File: config.mk
export PLATFORM = sky130hd
export DESIGN_NAME = krt_ctrl
export DESIGN_NICKNAME = d
export VERILOG_FILES = /design/src/krt_pkg.sv /design/src/krt_ctrl.sv
export SDC_FILE = /design/constraint.sdc
export NUM_CORES = 1
export LEC_CHECK = 0
export ABC_AREA = 0
export BUFFER_PORTS_ARGS = -buffer_cell sky130_fd_sc_hd__buf_2
export CAP_MARGIN = 20
export CORE_MARGIN = 3
export CORE_UTILIZATION = 44
export DETAILED_ROUTE_END_ITERATION = 10
export PLACE_DENSITY = 0.74
export SYNTH_ARGS = -nofsm -noshare
export SYNTH_HDL_FRONTEND = slang
export SYNTH_SLANG_ARGS = --single-unit
File: constraint.sdc
create_clock -name clk_i -period 1.89 [get_ports clk_i]
set_clock_uncertainty 0.2 [all_clocks]
set_input_delay 0.0945 -clock clk_i [delete_from_list [all_inputs] [get_ports clk_i]]
set_output_delay 0.0945 -clock clk_i [all_outputs]
set_load 0.01 [all_outputs]
File: src/krt_pkg.sv
package krt_pkg;

  localparam int unsigned RecWords = 8;
  localparam int unsigned WordW    = 32;
  localparam int unsigned RecW     = RecWords * WordW;

  typedef enum logic [1:0] {
    ACT_ADD  = 2'd0,
    ACT_DEL  = 2'd1,
    ACT_READ = 2'd2,
    ACT_LIST = 2'd3
  } action_e;

  typedef enum logic [2:0] {
    ST_OK    = 3'd0,
    ST_FULL  = 3'd1,
    ST_DUP   = 3'd2,
    ST_MISS  = 3'd3,
    ST_FLOOR = 3'd4
  } status_e;

  typedef enum logic [3:0] {
    S_IDLE,
    S_SRCH_RD,
    S_SRCH_CMP,
    S_DECIDE,
    S_SHIFT_RD,
    S_SHIFT_WR,
    S_READ_RD,
    S_LIST_RD,
    S_LIST_OUT,
    S_RESULT,
    S_WAIT
  } state_e;

  // Commands from the controller to the datapath.
  typedef struct packed {
    logic       clr_idx;
    logic       inc_idx;
    logic       rd_idx;
    logic       rd_next;
    logic       wr_add;
    logic       wr_shift;
    logic       inc_count;
    logic       dec_count;
    logic       load_out;
    logic       out_rec;
    logic       out_key;
    logic [2:0] status;
    logic       last;
  } ctrl_t;

  // Status from the datapath to the controller.
  typedef struct packed {
    logic hit;
    logic idx_end;
    logic next_end;
    logic full;
    logic empty;
    logic at_floor;
    logic out_busy;
  } stat_t;

endpackage

File: src/krt_ctrl.sv
module krt_ctrl (
  input  logic                clk_i,
  input  logic                rst_ni,
  input  logic                in_valid_i,
  output logic                in_ready_o,
  input  logic [1:0]          action_i,
  input  krt_pkg::stat_t      stat_i,
  output krt_pkg::ctrl_t      ctrl_o,
  output krt_pkg::state_e     state_o
);
  import krt_pkg::*;

  state_e  state_q, state_d;
  action_e act_q, act_d;

  always_ff @(posedge clk_i or negedge rst_ni) begin
    if (!rst_ni) begin
      state_q <= S_IDLE;
      act_q   <= ACT_ADD;
    end else begin
      state_q <= state_d;
      act_q   <= act_d;
    end
  end

  assign in_ready_o = (state_q == S_IDLE);
  assign state_o    = state_q;

  always_comb begin
    state_d = state_q;
    act_d   = act_q;
    case (state_q)
      S_IDLE: begin
        if (in_valid_i) begin
          act_d = action_e'(action_i);
          if (action_e'(action_i) == ACT_LIST) begin
            state_d = stat_i.empty ? S_RESULT : S_LIST_RD;
          end else if (action_e'(action_i) == ACT_ADD && stat_i.full) begin
            state_d = S_RESULT;
          end else if (action_e'(action_i) == ACT_DEL && stat_i.at_floor) begin
            state_d = S_RESULT;
          end else begin
            state_d = stat_i.empty ? S_DECIDE : S_SRCH_RD;
          end
        end
      end
      S_SRCH_RD:  state_d = S_SRCH_CMP;
      S_SRCH_CMP: begin
        if (stat_i.hit || stat_i.idx_end) begin
          state_d = S_DECIDE;
        end else begin
          state_d = S_SRCH_RD;
        end
      end
      S_DECIDE: begin
        if (act_q == ACT_DEL && stat_i.hit) begin
          state_d = stat_i.idx_end ? S_RESULT : S_SHIFT_RD;
        end else if (act_q == ACT_READ && stat_i.hit) begin
          state_d = S_READ_RD;
        end else begin
          state_d = S_RESULT;
        end
      end
      S_SHIFT_RD: state_d = S_SHIFT_WR;
      S_SHIFT_WR: state_d = stat_i.next_end ? S_RESULT : S_SHIFT_RD;
      S_READ_RD:  state_d = S_RESULT;
      S_LIST_RD:  state_d = S_LIST_OUT;
      S_LIST_OUT: begin
        if (!stat_i.out_busy) begin
          state_d = stat_i.idx_end ? S_IDLE : S_LIST_RD;
        end
      end
      S_RESULT:   state_d = stat_i.out_busy ? S_RESULT : S_WAIT;
      S_WAIT:     state_d = stat_i.out_busy ? S_WAIT : S_IDLE;
      default:    state_d = S_IDLE;
    endcase
  end

  always_comb begin
    ctrl_o = '0;
    case (state_q)
      S_IDLE: begin
        ctrl_o.clr_idx = 1'b1;
        if (in_valid_i) begin
          if (action_e'(action_i) == ACT_LIST) begin
            ctrl_o.status = ST_OK;
          end else if (action_e'(action_i) == ACT_ADD && stat_i.full) begin
            ctrl_o.status = ST_FULL;
          end else if (action_e'(action_i) == ACT_DEL && stat_i.at_floor) begin
            ctrl_o.status = ST_FLOOR;
          end
        end
      end
      S_SRCH_RD: ctrl_o.rd_idx = 1'b1;
      S_SRCH_CMP: begin
        if (!stat_i.hit && !stat_i.idx_end) begin
          ctrl_o.inc_idx = 1'b1;
        end
      end
      S_DECIDE: begin
        case (act_q)
          ACT_ADD: begin
            if (stat_i.hit) begin
              ctrl_o.status = ST_DUP;
            end else begin
              ctrl_o.wr_add    = 1'b1;
              ctrl_o.inc_count = 1'b1;
              ctrl_o.status    = ST_OK;
            end
          end
          ACT_DEL: begin
            if (stat_i.hit) begin
              ctrl_o.status = ST_OK;
              if (stat_i.idx_end) begin
                ctrl_o.dec_count = 1'b1;
              end
            end else begin
              ctrl_o.status = ST_MISS;
            end
          end
          ACT_READ: begin
            ctrl_o.status = stat_i.hit ? ST_OK : ST_MISS;
            ctrl_o.rd_idx = 1'b1;
          end
          default: ctrl_o.status = ST_OK;
        endcase
      end
      S_SHIFT_RD: ctrl_o.rd_next = 1'b1;
      S_SHIFT_WR: begin
        ctrl_o.wr_shift = 1'b1;
        ctrl_o.inc_idx  = 1'b1;
        if (stat_i.next_end) begin
          ctrl_o.dec_count = 1'b1;
        end
      end
      S_READ_RD:  ctrl_o.status = ST_OK;
      S_LIST_RD:  ctrl_o.rd_idx = 1'b1;
      S_LIST_OUT: begin
        if (!stat_i.out_busy) begin
          ctrl_o.load_out = 1'b1;
          ctrl_o.out_key  = 1'b1;
          ctrl_o.last     = stat_i.idx_end;
          ctrl_o.inc_idx  = 1'b1;
        end
      end
      S_RESULT: begin
        if (!stat_i.out_busy) begin
          ctrl_o.load_out = 1'b1;
          ctrl_o.out_rec  = (act_q == ACT_READ);
          ctrl_o.last     = 1'b1;
        end
      end
      default: ctrl_o = '0;
    endcase
  end

endmodule

==> key figures <==
Setup path
  • Levels on crit path: 4
  • Worst setup EP type: output port
  • CP max stage cell: dfrtp_2
  • Critical-path cell list: nand2b_1, or3_4, o22ai_1, buf_2
  • Crit-path max cell delay: 0.47 ns
  • Worst Setup Start Kind: flop
  • Worst reg2reg setup slack: 0.10 ns
  • Worst Path Required: 1.60 ns
  • R2R cell count: 7
  • RR Startpoint: act_q[0]$_DFFE_PN0P_
  • Reg-to-Reg End: state_o[3]$_DFFE_PN0P_
  • CP arrival: 1.60 ns
  • Max FO, Critical Path: 8
  • Top delay family on crit path: simple AND/OR/NAND/NOR gates
  • WS Path Type: flop to output port
  • Number of buffers and inverters on the critical path: 1

Power
  • Clock share of power: 6.1%
  • PD cells: 1590 mW/mm^2
  • Internal power: 0.947 mW
  • Net switching power figure: 0.891 mW
  • Switching part of the total: 48.5%
  • Seq pwr share: 16.7%
  • P_leak: 0.547 nW
  • Overall Power: 1.84 mW
  • Combinational share of power: 77.2%
  • Max IR drop VDD: 1.08 mV

Worst hold path
  • Hold WC Path Type: input port to flop
  • Hold Startpoint: in_valid_i
  • Sink of the worst hold path: act_q[1]$_DFFE_PN0P_
  • Hold path cells: 3

Timing
  • Hold Violations, Final: 0
  • Min cycle time layout: 1.90 ns
  • Max_slew headroom: 74.2%
  • Final setup margin: -0.00577 ns
  • Fin Setup TNS: -0.00577 ns
  • Slew Limit Fails: 0
  • Fmax: 0.527 GHz
  • Crit share post-route: 100%
  • Worst-Margin Slew: 0.386 ns
  • Final setup viols: 1
  • RSZ-0062 raised after global routing: yes

Yosys
  • Ys async rst share: 100%
  • Synth area leaders: dfrtp_1 (19%), nor2_1 (6.3%), a21oi_1 (5.8%)
  • Top cells by count, synth: nor2_1 (13), a21oi_1 (9), nand2_1 (9), dfrtp_1 (6)
  • Synth Warn #: 0
  • Syn Area/Cell: 7.64 um^2
  • Share of the synthesized area in the top cell type: 19.3%
  • Unique masters post-synth: 39
  • Cell taking the most area after synthesis: dfrtp_1
  • Post-synth EDFFs: 0
  • Mapped Area: 779 um^2
  • Most used DFF post-synth: dfrtp_1
  • Leading cell type by number of instances after synthesis: nor2_1
  • Seq/Total Area, Yosys: 19.3%
  • Syn nets: 117
  • Synthesized instance count: 102
  • Synth Register Bits: 6

Cells and area
  • # diodes: 0
  • Syn-to-layout area delta: 48.3%
  • # fillers: 129
  • Final core occ: 72.5%
  • Nets@finish: 166
  • Layout cells sized above 1: 49.0%
  • Post-route non-filler standard cell count: 173
  • Area of the multi-input gates: 611 um^2
  • Reg area: 155 um^2

Run status
  • Status: complete, but fails checks
  • Failing checks: negative setup slack

Floorplanning
  • Starting density of the core: 48.9%
  • CORE AREA: 0.00159 mm^2
  • Die width: 48.1 um
  • Die ar.: 0.00231 mm^2
  • Num ports: 32
  • # rows: 14
  • Die height: 48.1 um

Drt
  • Via count: 980
  • Number of DRC markers in iteration 0: 23
  • Drt drc: 0
  • DRT Pass-1 Iters: 4
  • Detailed Route WL: 2620 um
  • DR WL/cell: 15.1 um
  • Drt via density: 5.66
  • Final ANT Viol Nets: 0

Place
  • DP Wirelength: 1740 um
  • GP Congestion: 0.880
  • Pre-CTS setup slack: 0.0741 ns
  • I/O Buffers: 31
  • Placed Cells: 156

Clock network
  • CTS buffer count: 3
  • Max H-tree Level: 1
  • CTS sink cnt: 6
  • CTS tree: done
  • Worst-Skew Late Latency: 0.24 ns
  • Longest Clk Path Bufs: 2
  • Root Driver: clkbuf_4
  • Worst-path clk slew: 0.04 ns

Global routing
  • Gr usage total: 23.8%
  • First-pass GRT wire length: 3860 um
  • Initial antenna violation count: 0
  • GRT overflow: 0
  • Largest net degree at the start of global routing: 9
  • Vias in the first global route: 907

Flow run
  • Max Cap Violations: 0
==> what timing repair did <==
| item | CTS | global route |
|---|---|---|
| resized for setup | 7 | 9 |
| buffers inserted | 8 | 2 |
| hold endpoints to repair | 8 | 0 |
| endpoints found under the setup margin | 9 | 6 |
| pin swaps | 0 | 7 |
| hold buffers | 4 | 0 |
==> layout by cell type, fill, tap and decap left out, types with 3 or more instances in the layout <==
cell type      netlist  layout
nor2b_1              4       3
buf_4                3      15
dlygate4sd3_1        0       4
nand2_1              9       9
mux2_1               3       3
buf_2                3      31
a21oi_1              9       8
o22ai_1              4       4
inv_1                4       4
dfrtp_2              0       4
nor3_1               5       5
nand2b_1             5       4
nor2_1              13      12
clkbuf_4             0       3
==> power by group through the flow <==
stage	registers (mW)	logic (mW)	clock network (mW)
3_3_place_gp	0.331	1.08	0
6_report	0.306	1.42	0.112
2_1_floorplan	0.286	0.832	0
4_1_cts	0.298	1.28	0.119
5_1_grt	0.314	1.54	0.130
3_5_place_dp	0.335	1.10	0
==> kinds of logic after synthesis <==
| family | count (synthesis) | share of synthesized area [%] |
|---|---|---|
| AND/OR/NAND/NOR | 50 | 36.1 |
| AO/OA/AOI/OAI | 28 | 26.8 |
| buffers and inverters | 12 | 8.67 |
| flip-flops | 6 | 19.3 |
| adder cells (fa/ha/maj) | 3 | 4.82 |
| multiplexers | 3 | 4.33 |
==> registers in the layout (all words and copies together), names as in the netlist <==
name / count
act_q: 2
state_o: 4
==> area by class of cell <==
cell class,count,share of cell area (%)
well taps,24,2.60
inverters,5,1.62
multi-input cells,84,52.8
flip-flops and latches,6,13.4
clock buffers,3,1.95
repair buffers,51,27.6
==> worst register-to-register path, cell delays in order (launching register included) <==
cell and delay (ns):
dfrtp_1 0.40, inv_1 0.11, ha_1 0.24, o21ai_0 0.13, a21oi_2 0.16, o22ai_2 0.12
a211oi_2 0.18, o22ai_2 0.11
==> how the worst max path moves through the flow <==
| stage | start | endpoint |
|---|---|---|
| after CTS | state_o[1]$_DFFE_PN0P_ | ctrl_o[1] |
| final | state_o[2]$_DFFE_PN0P_ | ctrl_o[13] |
| after global routing | state_o[2]$_DFFE_PN0P_ | ctrl_o[13] |
| after global placement | state_o[3]$_DFFE_PN0P_ | ctrl_o[13] |
| after floorplan | state_o[0]$_DFFE_PN0P_ | ctrl_o[10] |
| after detailed placement | state_o[0]$_DFFE_PN0P_ | ctrl_o[10] |
==> routing by layer <==
layer  up-vias  routed length [um]  part of all wire (%)  global-route usage (%)
met5         -                   0                     0                       0
met4         0                  50                   1.9                    13.4
met3        10                 179                   6.8                    3.69
met2        49                1360                    52                    40.1
met1       458                1030                    39                    28.5
li1        463                   -                     -                       -
==> stage by stage <==
| stage | hold WS [ns] | instance area, um^2 |
|---|---|---|
| 6_report | 0.0515 | 1160 |
| 5_1_grt | 0.0522 | 1160 |
| 4_1_cts | 0.0133 | 1100 |
| 3_5_place_dp | -0.280 | 961 |
| 3_3_place_gp | -0.281 | 961 |
| 2_1_floorplan | -0.401 | 779 |
(Power assumes the default switching activity.)
